--- config.mk ---
export PLATFORM = sky130hd
export DESIGN_NAME = particle_state_integrator
export DESIGN_NICKNAME = d
export VERILOG_FILES = /design/src/hdl/psi_pkg.sv /design/src/hdl/particle_state_integrator.sv /design/src/hdl/psi_front.sv /design/src/hdl/psi_queue.sv /design/src/hdl/psi_back.sv
export SDC_FILE = /design/constraint.sdc
export NUM_CORES = 2
export LEC_CHECK = 0
export BUFFER_PORTS_ARGS = -buffer_cell sky130_fd_sc_hd__buf_2
export CORE_MARGIN = 10
export CORE_UTILIZATION = 60
export CTS_CLUSTER_SIZE = 12
export DETAILED_ROUTE_END_ITERATION = 10
export PLACE_DENSITY = 0.84
export SYNTH_ARGS = -nofsm -noshare
export SYNTH_HDL_FRONTEND = slang
export SYNTH_HIERARCHICAL = 1
export SYNTH_SLANG_ARGS = --single-unit
export TNS_END_PERCENT = 20
--- constraint.sdc ---
create_clock -name i_clk -period 17.7 [get_ports i_clk]
set_input_delay 2.655 -clock i_clk [delete_from_list [all_inputs] [get_ports i_clk]]
set_output_delay 2.655 -clock i_clk [all_outputs]
set_load 0.02 [all_outputs]
--- src/hdl/psi_pkg.sv ---
package psi_pkg;

    localparam int unsigned Q_W         = 32;
    localparam int unsigned LIFE_W      = 9;
    localparam int unsigned CFG_W       = 9;
    localparam int unsigned CFG_IDX_W   = 2;
    localparam int unsigned S_DATA_W    = 64;
    localparam int unsigned S_USER_W    = 2;
    localparam int unsigned M_DATA_W    = 152;
    localparam int unsigned M_USER_W    = 1;

    localparam int unsigned LIFE_START  = 255;
    localparam int unsigned QUEUE_DEPTH_DEF = 2;

    localparam logic [CFG_W-1:0] CFG_FULL = 9'd256;

    localparam logic [CFG_IDX_W-1:0] CFG_SATURATION = 2'd0;
    localparam logic [CFG_IDX_W-1:0] CFG_BRIGHTNESS = 2'd1;

    localparam logic [S_USER_W-1:0] REQ_SET_POS = 2'd0;
    localparam logic [S_USER_W-1:0] REQ_SET_VEL = 2'd1;
    localparam logic [S_USER_W-1:0] REQ_FORCE   = 2'd2;
    localparam logic [S_USER_W-1:0] REQ_STEP    = 2'd3;

    typedef enum logic [1:0] {
        OP_SET_POS,
        OP_SET_VEL,
        OP_FORCE,
        OP_STEP
    } t_op;

    typedef struct packed {
        t_op                   op;
        logic signed [Q_W-1:0] x;
        logic signed [Q_W-1:0] y;
    } t_cmd;

    typedef enum logic [3:0] {
        ST_IDLE,
        ST_POS,
        ST_HUE0,
        ST_HUE1,
        ST_SECT,
        ST_MUL0,
        ST_MUL1,
        ST_DIV0,
        ST_OUT
    } t_state;

endpackage

--- src/hdl/particle_state_integrator.sv ---
// Particle state integrator: one particle driven by one request word at a time
// (set position, set velocity, apply force, Euler update step); every request
// returns one word with position, velocity, an HSV-derived RGB color of the
// remaining lifespan and a dead flag. Requests enter a register stage and a
// QUEUE_DEPTH-entry queue, so the input keeps accepting while the back unit
// works. The back unit handles one request at a time: an update step first adds
// velocity to position, then each request runs the hue, sector, multiply and
// reciprocal-divide states; the finished word waits in an output register while
// the next request starts. The user must write saturation and brightness through
// the config port only while idle; the block itself does not enforce it.
module particle_state_integrator #(
    parameter int unsigned QUEUE_DEPTH = psi_pkg::QUEUE_DEPTH_DEF
) (
    input  logic                           i_clk,
    input  logic                           i_rst_n,
    input  logic                           s_tvalid,
    output logic                           s_tready,
    input  logic [psi_pkg::S_DATA_W-1:0]   s_tdata,   // x_value, y_value
    input  logic [psi_pkg::S_USER_W-1:0]   s_tuser,   // req_type
    output logic                           m_tvalid,
    input  logic                           m_tready,
    output logic [psi_pkg::M_DATA_W-1:0]   m_tdata,   // pos_x, pos_y, vel_x, vel_y, r, g, b
    output logic [psi_pkg::M_USER_W-1:0]   m_tuser,   // dead
    input  logic                           i_cfg_we,
    input  logic [psi_pkg::CFG_IDX_W-1:0]  i_cfg_idx,
    input  logic [psi_pkg::CFG_W-1:0]      i_cfg_wdata
);

    logic [psi_pkg::CFG_W-1:0] r_saturation;
    logic [psi_pkg::CFG_W-1:0] r_brightness;

    logic          push_valid, push_ready;
    psi_pkg::t_cmd push_cmd;
    logic          pop_valid, pop;
    psi_pkg::t_cmd pop_cmd;

    always_ff @(posedge i_clk) begin
        if (!i_rst_n) begin
            r_saturation <= psi_pkg::CFG_FULL;
            r_brightness <= psi_pkg::CFG_FULL;
        end else if (i_cfg_we) begin
            unique case (i_cfg_idx)
                psi_pkg::CFG_SATURATION: r_saturation <= i_cfg_wdata;
                psi_pkg::CFG_BRIGHTNESS: r_brightness <= i_cfg_wdata;
                default: begin
                end
            endcase
        end
    end

    psi_front u_front (
        .i_clk        (i_clk),
        .i_rst_n      (i_rst_n),
        .s_tvalid     (s_tvalid),
        .s_tready     (s_tready),
        .s_tdata      (s_tdata),
        .s_tuser      (s_tuser),
        .o_push_valid (push_valid),
        .i_push_ready (push_ready),
        .o_push_cmd   (push_cmd)
    );

    psi_queue #(
        .DEPTH (QUEUE_DEPTH)
    ) u_queue (
        .i_clk        (i_clk),
        .i_rst_n      (i_rst_n),
        .i_push       (push_valid),
        .o_push_ready (push_ready),
        .i_push_cmd   (push_cmd),
        .o_pop_valid  (pop_valid),
        .i_pop        (pop),
        .o_pop_cmd    (pop_cmd)
    );

    psi_back u_back (
        .i_clk        (i_clk),
        .i_rst_n      (i_rst_n),
        .i_saturation (r_saturation),
        .i_brightness (r_brightness),
        .i_pop_valid  (pop_valid),
        .o_pop        (pop),
        .i_pop_cmd    (pop_cmd),
        .m_tvalid     (m_tvalid),
        .m_tready     (m_tready),
        .m_tdata      (m_tdata),
        .m_tuser      (m_tuser)
    );

endmodule

--- src/hdl/psi_front.sv ---
module psi_front (
    input  logic                          i_clk,
    input  logic                          i_rst_n,
    input  logic                          s_tvalid,
    output logic                          s_tready,
    input  logic [psi_pkg::S_DATA_W-1:0]  s_tdata,   // x_value, y_value
    input  logic [psi_pkg::S_USER_W-1:0]  s_tuser,   // req_type
    output logic                          o_push_valid,
    input  logic                          i_push_ready,
    output psi_pkg::t_cmd                 o_push_cmd
);

    logic          r_valid;
    psi_pkg::t_cmd r_cmd;
    psi_pkg::t_cmd n_cmd;
    logic          accept;

    assign s_tready     = !r_valid || i_push_ready;
    assign accept       = s_tvalid && s_tready;
    assign o_push_valid = r_valid;
    assign o_push_cmd   = r_cmd;

    always_comb begin
        n_cmd.x = $signed(s_tdata[psi_pkg::Q_W-1:0]);
        n_cmd.y = $signed(s_tdata[2*psi_pkg::Q_W-1:psi_pkg::Q_W]);
        unique case (s_tuser)
            psi_pkg::REQ_SET_POS: n_cmd.op = psi_pkg::OP_SET_POS;
            psi_pkg::REQ_SET_VEL: n_cmd.op = psi_pkg::OP_SET_VEL;
            psi_pkg::REQ_FORCE:   n_cmd.op = psi_pkg::OP_FORCE;
            default:              n_cmd.op = psi_pkg::OP_STEP;
        endcase
    end

    always_ff @(posedge i_clk) begin
        if (!i_rst_n) begin
            r_valid <= 1'b0;
        end else begin
            r_valid <= accept || (r_valid && !i_push_ready);
        end
    end

    always_ff @(posedge i_clk) begin
        if (accept) begin
            r_cmd <= n_cmd;
        end
    end

endmodule

--- src/hdl/psi_queue.sv ---
module psi_queue #(
    parameter int unsigned DEPTH = psi_pkg::QUEUE_DEPTH_DEF
) (
    input  logic          i_clk,
    input  logic          i_rst_n,
    input  logic          i_push,
    output logic          o_push_ready,
    input  psi_pkg::t_cmd i_push_cmd,
    output logic          o_pop_valid,
    input  logic          i_pop,
    output psi_pkg::t_cmd o_pop_cmd
);

    localparam int unsigned AW = (DEPTH > 1) ? $clog2(DEPTH) : 1;
    localparam int unsigned CW = $clog2(DEPTH + 1);

    psi_pkg::t_cmd r_mem [DEPTH];
    logic [AW-1:0] r_wr_ptr;
    logic [AW-1:0] r_rd_ptr;
    logic [CW-1:0] r_count;
    logic          do_push;
    logic          do_pop;

    assign o_push_ready = (r_count != CW'(DEPTH));
    assign o_pop_valid  = (r_count != '0);
    assign o_pop_cmd    = r_mem[r_rd_ptr];
    assign do_push      = i_push && o_push_ready;
    assign do_pop       = i_pop && o_pop_valid;

    always_ff @(posedge i_clk) begin
        if (!i_rst_n) begin
            r_wr_ptr <= '0;
            r_rd_ptr <= '0;
            r_count  <= '0;
        end else begin
            if (do_push) begin
                r_wr_ptr <= (r_wr_ptr == AW'(DEPTH - 1)) ? '0 : r_wr_ptr + 1'b1;
            end
            if (do_pop) begin
                r_rd_ptr <= (r_rd_ptr == AW'(DEPTH - 1)) ? '0 : r_rd_ptr + 1'b1;
            end
            if (do_push && !do_pop) begin
                r_count <= r_count + 1'b1;
            end else if (do_pop && !do_push) begin
                r_count <= r_count - 1'b1;
            end
        end
    end

    always_ff @(posedge i_clk) begin
        if (do_push) begin
            r_mem[r_wr_ptr] <= i_push_cmd;
        end
    end

endmodule

--- src/hdl/psi_back.sv ---
module psi_back (
    input  logic                          i_clk,
    input  logic                          i_rst_n,
    input  logic [psi_pkg::CFG_W-1:0]     i_saturation,
    input  logic [psi_pkg::CFG_W-1:0]     i_brightness,
    input  logic                          i_pop_valid,
    output logic                          o_pop,
    input  psi_pkg::t_cmd                 i_pop_cmd,
    output logic                          m_tvalid,
    input  logic                          m_tready,
    output logic [psi_pkg::M_DATA_W-1:0]  m_tdata,   // pos_x, pos_y, vel_x, vel_y, r, g, b
    output logic [psi_pkg::M_USER_W-1:0]  m_tuser    // dead
);

    localparam int unsigned QW = psi_pkg::Q_W;

    function automatic logic signed [QW-1:0] sat_add(
        input logic signed [QW-1:0] a,
        input logic signed [QW-1:0] b
    );
        logic [QW:0] s;
        s = {a[QW-1], a} + {b[QW-1], b};
        if (s[QW] != s[QW-1]) begin
            return s[QW] ? {1'b1, {(QW-1){1'b0}}} : {1'b0, {(QW-1){1'b1}}};
        end
        return s[QW-1:0];
    endfunction

    psi_pkg::t_state r_state, n_state;
    logic            load_out;

    logic signed [QW-1:0] r_pos_x, r_pos_y, r_vel_x, r_vel_y, r_acc_x, r_acc_y;
    logic signed [psi_pkg::LIFE_W-1:0] r_life;

    // hue and color pipeline
    logic [12:0] r_hy;
    logic [8:0]  r_hq0;
    logic        r_neg;
    logic [8:0]  r_hue;
    logic [2:0]  r_sector;
    logic [5:0]  r_rem;
    logic [15:0] r_a;
    logic [8:0]  r_bp;
    logic [13:0] r_bq, r_bt;
    logic [24:0] r_np;
    logic [29:0] r_nq, r_nt;
    logic [13:0] r_hq, r_ht;
    logic [7:0]  r_dq0, r_dt0;

    logic [12:0] hy;
    logic [24:0] hprod;
    logic [12:0] hrem;
    logic [8:0]  hue;
    logic [8:0]  base;
    logic [2:0]  sector;
    logic [8:0]  sc, vc;
    logic [14:0] m_q, m_t;
    logic [28:0] dprod_q, dprod_t;
    logic [13:0] rq, rt;
    logic [7:0]  cq, ct, cp, cv;
    logic [7:0]  red, green, blue;

    logic                        r_m_valid;
    logic [psi_pkg::M_DATA_W-1:0] r_m_data;
    logic [psi_pkg::M_USER_W-1:0] r_m_user;

    assign m_tvalid = r_m_valid;
    assign m_tdata  = r_m_data;
    assign m_tuser  = r_m_user;

    always_comb begin
        n_state  = r_state;
        o_pop    = 1'b0;
        load_out = 1'b0;
        unique case (r_state)
            psi_pkg::ST_IDLE: begin
                if (i_pop_valid) begin
                    o_pop   = 1'b1;
                    n_state = (i_pop_cmd.op == psi_pkg::OP_STEP) ?
                              psi_pkg::ST_POS : psi_pkg::ST_HUE0;
                end
            end
            psi_pkg::ST_POS:  n_state = psi_pkg::ST_HUE0;
            psi_pkg::ST_HUE0: n_state = psi_pkg::ST_HUE1;
            psi_pkg::ST_HUE1: n_state = psi_pkg::ST_SECT;
            psi_pkg::ST_SECT: n_state = psi_pkg::ST_MUL0;
            psi_pkg::ST_MUL0: n_state = psi_pkg::ST_MUL1;
            psi_pkg::ST_MUL1: n_state = psi_pkg::ST_DIV0;
            psi_pkg::ST_DIV0: n_state = psi_pkg::ST_OUT;
            psi_pkg::ST_OUT: begin
                if (!r_m_valid || m_tready) begin
                    load_out = 1'b1;
                    n_state  = psi_pkg::ST_IDLE;
                end
            end
            default: n_state = psi_pkg::ST_IDLE;
        endcase
    end

    always_ff @(posedge i_clk) begin
        if (!i_rst_n) begin
            r_state <= psi_pkg::ST_IDLE;
        end else begin
            r_state <= n_state;
        end
    end

    // particle state
    always_ff @(posedge i_clk) begin
        if (!i_rst_n) begin
            r_pos_x <= '0;
            r_pos_y <= '0;
            r_vel_x <= '0;
            r_vel_y <= '0;
            r_acc_x <= '0;
            r_acc_y <= '0;
            r_life  <= psi_pkg::LIFE_W'(psi_pkg::LIFE_START);
        end else if (o_pop) begin
            unique case (i_pop_cmd.op)
                psi_pkg::OP_SET_POS: begin
                    r_pos_x <= i_pop_cmd.x;
                    r_pos_y <= i_pop_cmd.y;
                end
                psi_pkg::OP_SET_VEL: begin
                    r_vel_x <= i_pop_cmd.x;
                    r_vel_y <= i_pop_cmd.y;
                end
                psi_pkg::OP_FORCE: begin
                    r_acc_x <= sat_add(r_acc_x, i_pop_cmd.x);
                    r_acc_y <= sat_add(r_acc_y, i_pop_cmd.y);
                end
                default: begin
                    r_vel_x <= sat_add(r_vel_x, r_acc_x);
                    r_vel_y <= sat_add(r_vel_y, r_acc_y);
                    r_acc_x <= '0;
                    r_acc_y <= '0;
                    if (!r_life[psi_pkg::LIFE_W-1]) begin
                        r_life <= r_life - 1'b1;
                    end
                end
            endcase
        end else if (r_state == psi_pkg::ST_POS) begin
            r_pos_x <= sat_add(r_pos_x, r_vel_x);
            r_pos_y <= sat_add(r_pos_y, r_vel_y);
        end
    end

    // hue = floor(24*life/17) via reciprocal, then sector split and HSV terms
    always_comb begin
        hy      = 13'({r_life[7:0], 4'b0}) + 13'({r_life[7:0], 3'b0});
        hprod   = 25'(hy) * 25'(12'd3855);
        hrem    = 13'(r_hy - 13'(17) * 13'(r_hq0));
        hue     = r_hq0 + 9'((hrem >= 13'd17) ? 1 : 0);
        if (r_neg) begin
            hue = 9'd359;
        end else if (hue == 9'd360) begin
            hue = 9'd0;
        end
        priority if (r_hue >= 9'd300) begin
            sector = 3'd5; base = 9'd300;
        end else if (r_hue >= 9'd240) begin
            sector = 3'd4; base = 9'd240;
        end else if (r_hue >= 9'd180) begin
            sector = 3'd3; base = 9'd180;
        end else if (r_hue >= 9'd120) begin
            sector = 3'd2; base = 9'd120;
        end else if (r_hue >= 9'd60) begin
            sector = 3'd1; base = 9'd60;
        end else begin
            sector = 3'd0; base = 9'd0;
        end
        sc      = (i_saturation > psi_pkg::CFG_FULL) ? psi_pkg::CFG_FULL : i_saturation;
        vc      = (i_brightness > psi_pkg::CFG_FULL) ? psi_pkg::CFG_FULL : i_brightness;
        m_q     = 15'(sc) * 15'(r_rem);
        m_t     = 15'(sc) * 15'(6'(6'd60 - r_rem));
        dprod_q = 29'(r_nq[29:16]) * 29'(15'd17476);
        dprod_t = 29'(r_nt[29:16]) * 29'(15'd17476);
        rq      = 14'(r_hq - 14'(60) * 14'(r_dq0));
        rt      = 14'(r_ht - 14'(60) * 14'(r_dt0));
        cq      = r_dq0 + 8'((rq >= 14'd60) ? 1 : 0);
        ct      = r_dt0 + 8'((rt >= 14'd60) ? 1 : 0);
        cp      = r_np[23:16];
        cv      = r_a[15:8];
        unique case (r_sector)
            3'd1:    begin red = cq; green = cv; blue = cp; end
            3'd2:    begin red = cp; green = cv; blue = ct; end
            3'd3:    begin red = cp; green = cq; blue = cv; end
            3'd4:    begin red = ct; green = cp; blue = cv; end
            3'd5:    begin red = cv; green = cp; blue = cq; end
            default: begin red = cv; green = ct; blue = cp; end
        endcase
    end

    always_ff @(posedge i_clk) begin
        unique case (r_state)
            psi_pkg::ST_HUE0: begin
                r_hy  <= hy;
                r_hq0 <= hprod[24:16];
                r_neg <= r_life[psi_pkg::LIFE_W-1];
            end
            psi_pkg::ST_HUE1: begin
                r_hue <= hue;
            end
            psi_pkg::ST_SECT: begin
                r_sector <= sector;
                r_rem    <= 6'(r_hue - base);
            end
            psi_pkg::ST_MUL0: begin
                r_a  <= 16'(16'(vc) * 16'(8'd255));
                r_bp <= 9'(psi_pkg::CFG_FULL - sc);
                r_bq <= 14'(15'd15360 - m_q);
                r_bt <= 14'(15'd15360 - m_t);
            end
            psi_pkg::ST_MUL1: begin
                r_np <= 25'(r_a) * 25'(r_bp);
                r_nq <= 30'(r_a) * 30'(r_bq);
                r_nt <= 30'(r_a) * 30'(r_bt);
            end
            psi_pkg::ST_DIV0: begin
                r_hq  <= r_nq[29:16];
                r_ht  <= r_nt[29:16];
                r_dq0 <= dprod_q[27:20];
                r_dt0 <= dprod_t[27:20];
            end
            default: begin
            end
        endcase
    end

    always_ff @(posedge i_clk) begin
        if (!i_rst_n) begin
            r_m_valid <= 1'b0;
        end else if (load_out) begin
            r_m_valid <= 1'b1;
        end else if (m_tready) begin
            r_m_valid <= 1'b0;
        end
    end

    always_ff @(posedge i_clk) begin
        if (load_out) begin
            r_m_data <= {blue, green, red, r_vel_y, r_vel_x, r_pos_y, r_pos_x};
            r_m_user <= r_life[psi_pkg::LIFE_W-1];
        end
    end

endmodule

==> qor.txt <==
Die X -> 357 microns
Critical Path RT -> 18080 ps
PortBufs -> 236
Largest family of logic cells by synthesized area -> adder cells
Max Fclk -> 130 MHz
Syn_nets -> 8454
Setup repair after global routing missed its margin -> no
Final TNS setup -> 0 ps
Via count -> 51800
Initial core utilization -> 60.5%
Leak -> 33.4 nW
First-pass GRT wire length -> 279 mm
Drt wl/cell -> 20.3 microns
Uppermost layer routed -> met5
Synth Warn # -> 6
Router iterations before antenna repair -> 9
Post-DP Area -> 0.0704 sq mm
Drt total wl -> 175 mm
# clock sinks -> 747
Initial antenna violation count -> 15
Outcome -> finished, final reports clean
Critical Path Sink Type -> register
Die Ht -> 357 microns
Final hold vios -> 0
CP delay by family, top -> adder cells
Slowest-stage cell, CP -> a2111oi_0
CTS tree -> yes
Crit path top cell by count -> fa_1
Total die area -> 0.127 sq mm
Placement Rows -> 123
Final Instance Area -> 0.0732 sq mm
Unique cell type count in the Yosys netlist -> 96
Setup crit start kind -> register
Routed wl met2 -> 81.8 mm
Setup Skew -> 61.1 ps
Post-synthesis mux area share -> 1.52%
Ys async rst share -> 0%
Post-Synth XOR/XNOR Area -> 4.44%
Fin crit share -> 43.5%
Initial drt markers -> 4496
Yosys reg bits -> 747
Vias in the first global route -> 52600
Routed Antenna Nets -> 0
Wl on met1 -> 70.8 mm
Core Util, Final -> 65.1%
Pwr/cell area -> 103 mW/mm^2
Syn avg cell area -> 9.79 sq um
Ports -> 237
Cells after synthesis -> 6949
All-Layer GR Usage -> 27.2%
Min-Delay Path Class -> register to register
Arrival time at the worst endpoint -> 8080 ps
Via-to-Cell Ratio -> 6.01
Core box area -> 0.112 sq mm
Sequential-to-total area share from yosys stat -> 29.6%
Synth Cell Area -> 0.0680 sq mm
Final Wtd Congestion -> 0.991
Fin nets -> 8554
WL met3 -> 15.6 mm
Worst Path Max Fanout -> 39
Worst rel slew slack -> 11.3%
Share of cells above drive strength 1 -> 7.61%
Critical path class -> register to register
HPWL Detailed -> 133 mm
WHS -> 414 ps
Worst-path clk slew -> 60 ps
Layout area overhead -> 7.67%
CTS max path bufs -> 3
Post-CTS setup buffers -> 0
Pin count of the biggest net entering global routing -> 78
Peak supply drop -> 0.000181 V
Number of enable flip-flop cells after synthesis -> 517
H-tree levels -> 3
Worst path cell trace -> buf_4, nand2_1, fa_1, inv_1, fa_1, fa_1, inv_1, fa_1, inv_1, fa_1, fa_1, ha_1, and4_1, a41oi_1, o21ai_0, a2111oi_0, o31ai_1, and2_1, o31a_1, nor4_1, nor3_1, xor2_1
Max-Cap Viols -> 0
Crit path largest cell delay -> 1000 ps
Worst slew pin tran -> 1330 ps
Tmin final -> 7710 ps
Worst-skew pair later-pin latency -> 700 ps
GRT overflow -> 0
Placed Cells -> 8464
Final setup viols -> 0
Fin. max-slew vios -> 0
DRC violations left -> 0
Num CTS Buffers -> 83
Finished Layout Cells -> 8621
Hold_buf cts -> 0
Post-synthesis simple-gate area fraction -> 12.0%
Post-CTS Resized -> 0
Synth Area in Compound Gates -> 13.0%
Post-synthesis adder-cell area fraction -> 32.8%
CTS root buf -> clkbuf_16
Worst path buffer plus inverter count -> 4
Main synth FF type -> edfxtp_1
## cell usage in the layout (no fill, tap or decap), types with 241 or more instances in the layout
master    count
a21oi_1     439
and2_1      267
edfxtp_1    517
fa_1        601
ha_1        822
inv_1       903
nand2_1     770
nor2_1      281
o21ai_0     369
xnor2_1     241
## routing by layer
layer | global-route usage [%] | vias up
li1 | - | 23800
met5 | 0 | -
met1 | 35.9 | 25300
met2 | 44.5 | 2291
met3 | 5.29 | 436
met4 | 9.94 | 6
## state kept, by name (all words and copies together) (netlist names), 16 cells and up, named ones only
name and cells:
u_back/r_acc_x 32, u_back/r_vel_x 32, u_back/r_pos_x 32, u_back/m_tdata 152, u_back/r_a 16, u_queue/r_mem 132
u_back/r_pos_y 32, u_front/o_push_cmd 66, u_back/r_acc_y 32, u_back/r_vel_y 32
## layout make-up
cell class / count / area, sq um
multi-input combinational: 5031 / 43500
fill: 8602 / 39300
sequential: 747 / 20100
inverter: 905 / 3400
clock buffer: 116 / 2240
tap: 1500 / 1880
timing repair buffer: 281 / 1520
clock inverter: 40 / 551
antenna: 1 / 2.50
## synthesized netlist by cell type (13+ instances only)
cell type / count / area share, %
o21ai_0: 369 / 2.7
or2_2: 18 / 0.17
and2_1: 267 / 2.5
a21oi_1: 441 / 3.2
or3_1: 32 / 0.29
xnor2_1: 242 / 3.1
ha_1: 822 / 15
edfxtp_1: 517 / 23
o21bai_1: 43 / 0.47
nand2b_1: 41 / 0.38
clkbuf_1: 235 / 1.3
o31ai_1: 15 / 0.17
xor2_1: 103 / 1.3
a31oi_1: 29 / 0.27
a211oi_1: 36 / 0.40
mux2i_1: 25 / 0.37
and3_1: 30 / 0.28
mux2_2: 68 / 1.1
o211ai_1: 57 / 0.63
o21a_1: 67 / 0.74
dfxtp_1: 230 / 6.8
a221oi_1: 18 / 0.23
nand2_1: 770 / 4.2
nor3_1: 73 / 0.54
nand3_1: 91 / 0.67
nand4_1: 23 / 0.21
nor2b_1: 50 / 0.46
o21ai_1: 50 / 0.37
a21o_1: 122 / 1.3
nor2_1: 287 / 1.6
a2111oi_0: 14 / 0.18
fa_1: 601 / 18
inv_1: 904 / 5.0
nor4_1: 13 / 0.12
## power by group
part	leakage (nW)	internal, W	switching, W	total (W)
clock network	1.33	0.00100	0.000769	0.00177
registers	6.57	0.00213	0.000173	0.00230
logic	25.5	0.00138	0.00210	0.00348
## kinds of logic after synthesis
| group | after synthesis |
|---|---|
| AND/OR/NAND/NOR | 1743 |
| buffers and inverters | 1171 |
| AO/OA/AOI/OAI | 1423 |
| XOR/XNOR | 345 |
| adder cells (fa/ha/maj) | 1425 |
| flip-flops | 747 |
| other | 1 |
| multiplexers | 94 |
## final timing paths
check	startpoint	endpoint	slack, ps	cells past startpoint
setup / recovery	u_back/r_a[12]	u_back/r_nt[24]	9990	22
hold reg to reg	u_front/o_push_cmd[19]	u_queue/r_mem[1][19]	410	0
hold / removal	u_front/o_push_cmd[19]	u_queue/r_mem[1][19]	410	0
setup reg to reg	u_back/r_a[12]	u_back/r_nt[24]	9990	22
## metrics by stage
| stage | power [W] | setup slack [ps] |
|---|---|---|
| floorplan | 0.00480 | 7530 |
| global placement | 0.00561 | 10300 |
| detailed placement | 0.00575 | 10140 |
| CTS | 0.00756 | 10050 |
| global route | 0.00808 | 9710 |
| finish | 0.00756 | 9990 |
No activity file was read; power rests on OpenSTA's default activity.
